<file path="src/hdl/itp_pkg.sv">
// Shared types, constants and character tables for the infix to postfix converter.
`default_nettype none

package itp_pkg;

    localparam int STACK_DEPTH = 32;
    localparam int ADDR_W      = (STACK_DEPTH > 1) ? $clog2(STACK_DEPTH) : 1;
    localparam int CNT_W       = $clog2(STACK_DEPTH + 1);

    localparam logic [7:0] CHAR_SPACE = 8'h20;

    typedef logic [ADDR_W-1:0] addr_t;
    typedef logic [CNT_W-1:0]  count_t;

    typedef enum logic [3:0] {
        CODE_NONE   = 4'd0,
        CODE_ADD    = 4'd1,
        CODE_SUB    = 4'd2,
        CODE_MUL    = 4'd3,
        CODE_DIV    = 4'd4,
        CODE_MOD    = 4'd5,
        CODE_POW    = 4'd6,
        CODE_OPEN_P = 4'd7,
        CODE_OPEN_B = 4'd8,
        CODE_OPEN_C = 4'd9,
        CODE_CLOSE_P = 4'd10,
        CODE_CLOSE_B = 4'd11,
        CODE_CLOSE_C = 4'd12
    } op_code_t;

    typedef enum logic [2:0] {
        ERR_NONE     = 3'd0,
        ERR_MISMATCH = 3'd1,
        ERR_EMPTY    = 3'd2,
        ERR_UNCLOSED = 3'd3,
        ERR_OVERFLOW = 3'd4
    } err_t;

    typedef struct packed {
        logic [7:0] ch;
        logic       ch_valid;
        logic       last;
        logic       end_flag;
        err_t       err;
    } result_t;

    function automatic op_code_t classify(input logic [7:0] c);
        op_code_t code;
        case (c)
            8'h2B:   code = CODE_ADD;
            8'h2D:   code = CODE_SUB;
            8'h2A:   code = CODE_MUL;
            8'h2F:   code = CODE_DIV;
            8'h25:   code = CODE_MOD;
            8'h5E:   code = CODE_POW;
            8'h28:   code = CODE_OPEN_P;
            8'h5B:   code = CODE_OPEN_B;
            8'h7B:   code = CODE_OPEN_C;
            8'h29:   code = CODE_CLOSE_P;
            8'h5D:   code = CODE_CLOSE_B;
            8'h7D:   code = CODE_CLOSE_C;
            default: code = CODE_NONE;
        endcase
        return code;
    endfunction

    function automatic logic [7:0] code_char(input op_code_t code);
        logic [7:0] c;
        case (code)
            CODE_ADD:    c = 8'h2B;
            CODE_SUB:    c = 8'h2D;
            CODE_MUL:    c = 8'h2A;
            CODE_DIV:    c = 8'h2F;
            CODE_MOD:    c = 8'h25;
            CODE_POW:    c = 8'h5E;
            CODE_OPEN_P: c = 8'h28;
            CODE_OPEN_B: c = 8'h5B;
            CODE_OPEN_C: c = 8'h7B;
            default:     c = 8'h00;
        endcase
        return c;
    endfunction

    function automatic logic is_op(input op_code_t code);
        return (code >= CODE_ADD) && (code <= CODE_POW);
    endfunction

    function automatic logic is_open(input op_code_t code);
        return (code >= CODE_OPEN_P) && (code <= CODE_OPEN_C);
    endfunction

    function automatic logic is_close(input op_code_t code);
        return (code >= CODE_CLOSE_P) && (code <= CODE_CLOSE_C);
    endfunction

    function automatic logic [1:0] priority_of(input op_code_t code);
        logic [1:0] p;
        case (code) inside
            CODE_POW:                     p = 2'd2;
            CODE_MUL, CODE_DIV, CODE_MOD: p = 2'd1;
            default:                      p = 2'd0;
        endcase
        return p;
    endfunction

    function automatic op_code_t opener_of(input op_code_t code);
        op_code_t o;
        case (code)
            CODE_CLOSE_P: o = CODE_OPEN_P;
            CODE_CLOSE_B: o = CODE_OPEN_B;
            CODE_CLOSE_C: o = CODE_OPEN_C;
            default:      o = CODE_NONE;
        endcase
        return o;
    endfunction

endpackage

`default_nettype wire

</file>
<file path="src/hdl/itp_stack_ram.sv">
// Operator stack memory: one write port, one read port with registered read data.
`default_nettype none

module itp_stack_ram (
    input  wire logic             clk,
    input  wire logic             we,
    input  wire itp_pkg::addr_t   wr_addr,
    input  wire itp_pkg::op_code_t wr_data,
    input  wire itp_pkg::addr_t   rd_addr,
    output itp_pkg::op_code_t     rd_data
);
    import itp_pkg::*;

    op_code_t mem [STACK_DEPTH];

    always_ff @(posedge clk)
    begin
        if (we)
        begin
            mem[wr_addr] <= wr_data;
        end
        rd_data <= mem[rd_addr];
    end

endmodule

`default_nettype wire

</file>
<file path="src/hdl/infix_to_postfix_converter_core.sv">
// Top level of the infix to postfix converter: shunting yard sequencer around a stack memory.
//
//  channel | direction | handshake          | payload
//  --------+-----------+--------------------+---------------------------------------------
//  in      | input     | in_valid/in_ready  | in_char, in_last
//  out     | output    | out_valid/out_ready| out_char, char_valid, run_last, expr_end,
//          |           |                    | error_code
//
// An item passes through the accept, process and done steps, plus a step for each operator popped ahead
// of the item's own step and for each entry popped in the final flush. Any pop that leaves the
// stack non-empty adds a step to read the new top from the memory's registered read port.
// The last item of an expression adds a step for the end result.
// Results pass through a one-deep holding stage and an output register, so the sequencer stalls
// only when both are full and out_ready is low. Reset clears control state only; the stack
// memory is not cleared, since an entry is never read before it has been pushed.
`default_nettype none

module infix_to_postfix_converter_core (
    input  wire logic       clk,
    input  wire logic       rst_n,
    input  wire logic       in_valid,
    output logic            in_ready,
    input  wire logic [7:0] in_char,
    input  wire logic       in_last,
    output logic            out_valid,
    input  wire logic       out_ready,
    output logic [7:0]      out_char,
    output logic            char_valid,
    output logic            run_last,
    output logic            expr_end,
    output logic [2:0]      error_code
);
    import itp_pkg::*;

    typedef enum logic [4:0] {
        S_IDLE  = 5'b00001,
        S_MAIN  = 5'b00010,
        S_FLUSH = 5'b00100,
        S_FETCH = 5'b01000,
        S_DONE  = 5'b10000
    } state_t;

    state_t   state_reg, state_next;
    state_t   ret_reg, ret_next;
    logic [7:0] char_reg, char_next;
    logic     last_reg, last_next;
    op_code_t code_reg, code_next;
    count_t   cnt_reg, cnt_next;
    err_t     err_reg, err_next;
    logic     open_reg, open_next;
    op_code_t top_reg, top_next;
    logic     pend_valid_reg, pend_valid_next;
    result_t  pend_reg, pend_next;
    logic     out_valid_reg, out_valid_next;
    result_t  out_reg, out_next;

    logic     mem_we;
    addr_t    mem_wr_addr;
    op_code_t mem_wr_data;
    addr_t    mem_rd_addr;
    op_code_t mem_rd_data;

    logic     out_free;
    logic     emit_ok;
    logic     emit;
    result_t  emit_data;
    count_t   cnt_m2;
    state_t   finish_st;
    state_t   after_pop_st;

    itp_stack_ram u_stack (
        .clk     (clk),
        .we      (mem_we),
        .wr_addr (mem_wr_addr),
        .wr_data (mem_wr_data),
        .rd_addr (mem_rd_addr),
        .rd_data (mem_rd_data)
    );

    assign in_ready   = (state_reg == S_IDLE);
    assign out_valid  = out_valid_reg;
    assign out_char   = out_reg.ch;
    assign char_valid = out_reg.ch_valid;
    assign run_last   = out_reg.last;
    assign expr_end   = out_reg.end_flag;
    assign error_code = out_reg.err;

    assign out_free    = !out_valid_reg || out_ready;
    assign emit_ok     = !pend_valid_reg || out_free;
    assign cnt_m2      = cnt_reg - count_t'(2);
    // The entry below the current top is read on every cycle, ready for a pop.
    assign mem_rd_addr = cnt_m2[ADDR_W-1:0];
    assign finish_st   = last_reg ? S_FLUSH : S_DONE;

    always_comb
    begin
        state_next      = state_reg;
        ret_next        = ret_reg;
        char_next       = char_reg;
        last_next       = last_reg;
        code_next       = code_reg;
        cnt_next        = cnt_reg;
        err_next        = err_reg;
        open_next       = open_reg;
        top_next        = top_reg;
        pend_valid_next = pend_valid_reg;
        pend_next       = pend_reg;
        out_valid_next  = out_valid_reg && !out_ready;
        out_next        = out_reg;
        mem_we          = 1'b0;
        mem_wr_addr     = cnt_reg[ADDR_W-1:0];
        mem_wr_data     = code_reg;
        emit            = 1'b0;
        emit_data       = '{ch: 8'h00, ch_valid: 1'b0, last: 1'b0, end_flag: 1'b0,
                            err: ERR_NONE};
        after_pop_st    = (cnt_reg > count_t'(1)) ? S_FETCH : state_reg;

        unique case (state_reg)
            S_IDLE:
            begin
                if (in_valid)
                begin
                    char_next  = in_char;
                    last_next  = in_last;
                    code_next  = classify(in_char);
                    state_next = S_MAIN;
                end
            end

            S_MAIN:
            begin
                if (err_reg != ERR_NONE || char_reg == CHAR_SPACE)
                begin
                    state_next = finish_st;
                end
                else if (is_op(code_reg) && cnt_reg != '0 && is_op(top_reg) &&
                         priority_of(top_reg) >= priority_of(code_reg))
                begin
                    if (emit_ok)
                    begin
                        emit               = 1'b1;
                        emit_data.ch       = code_char(top_reg);
                        emit_data.ch_valid = 1'b1;
                        cnt_next           = cnt_reg - count_t'(1);
                        ret_next           = S_MAIN;
                        state_next         = after_pop_st;
                    end
                end
                else if (is_op(code_reg) || is_open(code_reg))
                begin
                    if (cnt_reg >= count_t'(STACK_DEPTH))
                    begin
                        err_next = ERR_OVERFLOW;
                    end
                    else
                    begin
                        mem_we   = 1'b1;
                        top_next = code_reg;
                        cnt_next = cnt_reg + count_t'(1);
                    end
                    state_next = finish_st;
                end
                else if (is_close(code_reg))
                begin
                    if (cnt_reg == '0)
                    begin
                        err_next   = ERR_EMPTY;
                        state_next = finish_st;
                    end
                    else if (is_op(top_reg))
                    begin
                        if (emit_ok)
                        begin
                            emit               = 1'b1;
                            emit_data.ch       = code_char(top_reg);
                            emit_data.ch_valid = 1'b1;
                            cnt_next           = cnt_reg - count_t'(1);
                            ret_next           = S_MAIN;
                            state_next         = after_pop_st;
                        end
                    end
                    else if (top_reg == opener_of(code_reg))
                    begin
                        cnt_next   = cnt_reg - count_t'(1);
                        ret_next   = finish_st;
                        state_next = (cnt_reg > count_t'(1)) ? S_FETCH : finish_st;
                    end
                    else
                    begin
                        err_next   = ERR_MISMATCH;
                        state_next = finish_st;
                    end
                end
                else
                begin
                    // Operand: passed straight through.
                    if (emit_ok)
                    begin
                        emit               = 1'b1;
                        emit_data.ch       = char_reg;
                        emit_data.ch_valid = 1'b1;
                        state_next         = finish_st;
                    end
                end
            end

            S_FLUSH:
            begin
                if (err_reg == ERR_NONE && cnt_reg != '0)
                begin
                    if (!is_op(top_reg) || emit_ok)
                    begin
                        if (is_op(top_reg))
                        begin
                            emit               = 1'b1;
                            emit_data.ch       = code_char(top_reg);
                            emit_data.ch_valid = 1'b1;
                        end
                        else
                        begin
                            open_next = 1'b1;
                        end
                        cnt_next   = cnt_reg - count_t'(1);
                        ret_next   = S_FLUSH;
                        state_next = after_pop_st;
                    end
                end
                else if (emit_ok)
                begin
                    emit               = 1'b1;
                    emit_data.end_flag = 1'b1;
                    if (err_reg != ERR_NONE)
                    begin
                        emit_data.err = err_reg;
                    end
                    else if (open_reg)
                    begin
                        emit_data.err = ERR_UNCLOSED;
                    end
                    cnt_next   = '0;
                    err_next   = ERR_NONE;
                    open_next  = 1'b0;
                    state_next = S_DONE;
                end
            end

            S_FETCH:
            begin
                top_next   = mem_rd_data;
                state_next = ret_reg;
            end

            S_DONE:
            begin
                // The held result is the item's final one.
                if (!pend_valid_reg)
                begin
                    state_next = S_IDLE;
                end
                else if (out_free)
                begin
                    out_valid_next  = 1'b1;
                    out_next        = pend_reg;
                    out_next.last   = 1'b1;
                    pend_valid_next = 1'b0;
                    state_next      = S_IDLE;
                end
            end

            default:
            begin
                state_next = S_IDLE;
            end
        endcase

        if (emit)
        begin
            if (pend_valid_reg)
            begin
                out_valid_next = 1'b1;
                out_next       = pend_reg;
            end
            pend_valid_next = 1'b1;
            pend_next       = emit_data;
        end
    end

    always_ff @(posedge clk or negedge rst_n)
    begin
        if (!rst_n)
        begin
            state_reg      <= S_IDLE;
            ret_reg        <= S_MAIN;
            cnt_reg        <= '0;
            err_reg        <= ERR_NONE;
            open_reg       <= 1'b0;
            pend_valid_reg <= 1'b0;
            out_valid_reg  <= 1'b0;
        end
        else
        begin
            state_reg      <= state_next;
            ret_reg        <= ret_next;
            cnt_reg        <= cnt_next;
            err_reg        <= err_next;
            open_reg       <= open_next;
            pend_valid_reg <= pend_valid_next;
            out_valid_reg  <= out_valid_next;
        end
    end

    always_ff @(posedge clk)
    begin
        char_reg <= char_next;
        last_reg <= last_next;
        code_reg <= code_next;
        top_reg  <= top_next;
        pend_reg <= pend_next;
        out_reg  <= out_next;
    end

endmodule

`default_nettype wire

</file>
<file path="config.mk">
export PLATFORM = sky130hd
export DESIGN_NAME = infix_to_postfix_converter_core
export DESIGN_NICKNAME = d
export VERILOG_FILES = /design/src/hdl/itp_pkg.sv /design/src/hdl/itp_stack_ram.sv /design/src/hdl/infix_to_postfix_converter_core.sv
export SDC_FILE = /design/constraint.sdc
export NUM_CORES = 1
export LEC_CHECK = 0
export CAP_MARGIN = 20
export CORE_MARGIN = 3
export CORE_UTILIZATION = 57
export DETAILED_ROUTE_END_ITERATION = 10
export DONT_BUFFER_PORTS = 1
export PLACE_DENSITY_LB_ADDON = 0.2
export SYNTH_ARGS = -nofsm -noshare
export SYNTH_HDL_FRONTEND = slang
export SYNTH_SLANG_ARGS = --single-unit
</file>
<file path="constraint.sdc">
create_clock -name clk -period 4.1 [get_ports clk]
set_clock_uncertainty 0.1 [all_clocks]
set_input_delay 0.82 -clock clk [delete_from_list [all_inputs] [get_ports clk]]
set_output_delay 0.82 -clock clk [all_outputs]
set_load 0.02 [all_outputs]
</file>
* Yosys cells after proc, flatten, opt, wreduce, memory -nomap -nowiden *
Memory sizes are Yosys's and may differ from the RTL's. A register that Yosys moved wholly into a read port is not among the register bits.
Cells that the tools add are included.

operators by class
  $add $sub $neg = 3
  multipliers = 0
  div/mod/pow operators = 0
  order comparisons = 11
  equality and inequality tests = 57
  shift-type cells = 0
  muxes and demuxes = 131
  bitwise logic cells = 2
  reductions and logical operators = 37

operators by type and width
  operator                                       number
  2-to-1 mux 5 bit                               28
  2-to-1 mux 9 bit                               12
  2-to-1 mux 6 bit                               12
  2-to-1 mux 14 bit                              5
  == test 8 x 6 -> 1 bit, second input constant  8
  2-to-1 mux 4 bit                               15
  one-hot mux 4 bit (12 select lines)            1
  == test 8 x 7 -> 1 bit, second input constant  5
  2-to-1 mux 3 bit                               11
  2-to-1 mux 1 bit                               32
  one-hot mux 5 bit (5 select lines)             1
  == test 4 x 3 -> 1 bit, second input constant  6
  != test 3 bit, second input constant           8
  != test 4 bit, second input constant           6
  != test 2 bit, second input constant           10
  one-hot mux 9 bit (2 select lines)             1
  AND reduction 8 bit                            2
  2-to-1 mux 2 bit                               7
  == test 4 bit, second input constant           3
  one-hot mux 4 bit (3 select lines)             1
  one-hot mux 6 bit (2 select lines)             1
  one-hot mux 5 bit (2 select lines)             1
  AND reduction 5 bit                            2
  logical AND 1 bit                              9
  other kinds (37)                               54

storage, ports and cells
  flip-flop bits (word level) = 66
  bits in latches = 0
  memory bits (writable) = 128
  bits in read-only memories = 336
  bits of input ports = 13
  output and inout bits = 16
  word-level logic and storage cells = 265
  memories = 4

memory list
  memory           depth  width  rd ports  clocked after memory_dff  write ports  line                 RTL
  u_stack.mem      32     4      1         1                         1            itp_stack_ram.sv:14  op_code_t mem [STACK_DEPTH];
  (no name shown)  16     7      1         1                         0            itp_pkg.sv:69        case (code)
  (no name shown)  16     7      1         1                         0            itp_pkg.sv:69
  (no name shown)  16     7      1         1                         0            itp_pkg.sv:69

* Depth between registers and ports, before layout *
  word-level depth = 20
  mapped depth = 14
  mapped depth without buffers = 13

* Cells and area by module *
A second synthesis with hierarchy kept.

unflattened totals
  cells, all modules = 716
  area total of the unflattened synthesis = 9,693.0 µm²

by module, submodules not included
  module                           times used  cells each  area an instance (µm²)  seq. area each (µm²)
  itp_stack_ram                    1           231         5,138.7                 3,923.8
  infix_to_postfix_converter_core  1           485         4,554.4                 1,994.4

* Worst setup path before layout *
Ideal clock, no wire load.

  path kind = reg2reg
  from = reg cnt_reg[0]
  to = reg with a tool-made name
  library setup time = 0.117 ns
  arrival time = 3.785 ns
  required time = 3.883 ns
  path slack = 0.098 ns
  stages on the path, launching flop included = 14
  buffers on the path = 2
  period minus slack after synthesis = 4.002 ns
  path through = dfrtp_1 > clkbuf_1 > clkbuf_1 > inv_1 > ha_1 > inv_1 > nor3_2 > or4_4 > a41oi_4 > mux2i_1 > ha_1 > inv_1 > o21ba_1 > a22o_1

RTL lines
  element                 line                                    RTL
  from (decl)             infix_to_postfix_converter_core.sv:48   count_t cnt_reg, cnt_next;
  from (signal assigned)  infix_to_postfix_converter_core.sv:304  cnt_reg <= cnt_next;

==> reports/qor.yml <==
status: "complete, no violations"
fill_cells: 1178
ir_drop_v: 0.000406
syn_nets: 684
numCtsBuffers: 21
dieArea_mm2: 0.0180
final_cell_area_mm2: 0.0103
final_util: 0.647
maxCapViolCount: 0
antenna_found_initial: 0
synthFlopType: "edfxtp_1"
root_buffer: "clkbuf_16"
post_dp_cell_area_mm2: 0.00968
postLayoutSetupSlackWorst_ps: 318
routed_wl_um: 19600
worst_pin_slew_ps: 986
postCtsSetupRepairBufs: 0
cp_data_required_time_ps: 4380
cp.arrival_ps: 4060
cts_resized: 0
io_buffers: 0
fin_cells: 906
grt_usage: 0.223
p_leak_nw: 3.55
synthArstFlopShare: 0.108
drc_errors: 0
syn_to_final_growth_pct: 10.6
clock_sinks: 204
clock.fmax_ghz: 0.264
final_common_cell: "edfxtp_1"
timing.hold.ws_ps: 63.1
fp.dieW_um: 134
place_hpwl_um: 13300
crit_type: "reg2reg"
place_inst: 867
rows: 46
die_y_um: 134
cts_tree: "done"
r2r_slack_ps: 320
grt_max_degree: 42
h-tree-depth: 1
ys_types: 69
ys_seq_area_frac: 0.632
fin_tns_setup_ps: 0
ys.warnings.count: 0
drt_iter0_markers: 704
pre_cts_ws_ps: 322
start_util: 0.585
syn_area_mm2: 0.00936
synth_area_leaders: "edfxtp_1 55%, mux4_2 9.6%, dfrtp_1 5.3%"
min_period_ps: 3780
vias_per_cell: 6.26
diodes: 0
setup_viol_count_final: 0
synth_top_area_cell: "edfxtp_1"
clk_latency_ps: 490
power_mw: 5.82
ant_nets: 0
relSlewSlack: 0.340
largest_reg_flops: 128
dr.pass1.iters: 5
p_per_area_mw_per_mm2: 562
final_cell_mix: "172 x edfxtp_1, 59 x nor2_1, 40 x mux4_2, 39 x nand2_1, 29 x o21ai_0"
fin_crit_sh: 0.922
syn_inst: 658
nets: 701
postCtsHoldBufs: 1
finalWeightedCongestion: 0.912
rsz0062_at_grt: "no"
clk_pin_slew_ps: 70
drive_gt1_frac: 0.175
start_kind: "flip-flop"
grt_pass1_wl_um: 31500
seqCellArea_mm2: 0.00592
ys_seq_elements: 204
finalMaxSlewViolations: 0
core_mm2: 0.0160
multi_input_area_mm2: 0.00324
end_kind: "flip-flop"
wl_per_cell_um: 21.7
yosysTopAreaCellShare: 0.552
first_global_vias: 5655
synth_edf_count: 172
hold_violations: 0
worstPathMaxFanout: 31
syn_area_per_cell_um2: 14.2
io_pins: 29
gr-total-overflow: 0
cts_max_path_buffers: 3
min_path_type: "in2async"
vias: 5675
## power by group
| group | leakage, nW | internal, mW | switching, mW |
|---|---|---|---|
| Sequential | 1.94 | 2.44 | 0.0981 |
| Clock | 0.325 | 1.06 | 0.751 |
| Combinational | 1.29 | 0.643 | 0.826 |
| Total | 3.55 | 4.14 | 1.67 |
## per-layer routing
metal,share of wire,global-route usage,wire length [um]
met5,0,0,0
met1,0.44,0.337,8550
met2,0.48,0.350,9380
met4,0.015,0.0520,287
met3,0.072,0.0338,1410
## layout make-up
type	count	share of cell area
Sequential cell	204	0.572
Multi-Input combinational cell	406	0.313
Clock buffer	21	0.0508
Tap cell	216	0.0261
Timing Repair Buffer	25	0.0184
Clock inverter	17	0.0132
Inverter	17	0.00617
## kinds of logic (layout without fill, tap and decap cells)
group           count (synthesis)  after routing  synth area share
simple gates                  202            202             0.110
flops                         204            204             0.632
xor+xnor                        7              7           0.00655
mux                            58             58             0.118
fa+ha+maj                      13             13            0.0174
compound gates                126            126            0.0939
buf+inv                        48             80            0.0218
## final timing paths
kind                                          end  cells past startpoint              startpoint
max                                     flip-flop                     10   code_reg[0]$_DFFE_PP_
min                        ret_reg[1]$_DFFE_PN1P_                      0                   rst_n
max reg2reg                             flip-flop                     10   code_reg[0]$_DFFE_PP_
min reg2reg                ret_reg[3]$_DFFE_PN0P_                      1  ret_reg[3]$_DFFE_PN0P_
max in group asynchronous  cnt_reg[0]$_DFFE_PN0P_                      1                   rst_n
min in group clk            char_reg[6]$_DFFE_PP_                      0              in_char[6]
## worst max-delay path, stage by stage (launching register included)
cell and delay (ps):
edfxtp_1 580, buf_4 390, nor3_1 70, or3_1 370, or4_4 490, a41oi_4 430, mux2i_1 570, ha_1 250
inv_1 40, o21ba_1 190, a22o_1 180
## cells in the mapped netlist (6+ instances only)
cell and count:
nand3_1 14, mux4_2 40, nand2_1 39, nand2b_1 9
a32o_1 6, a22o_1 9, or3_1 6, o21ai_0 29
nand3b_1 6, inv_1 17, dfrtp_1 20, dfxtp_1 10
edfxtp_1 172, clkbuf_1 19, ha_1 13, and2_1 20
a21oi_1 24, and3_1 6, mux2_2 11, a31oi_1 6
o211ai_1 7, nor3_1 17, nor2_1 59
Power figures use the tool's default switching activity.
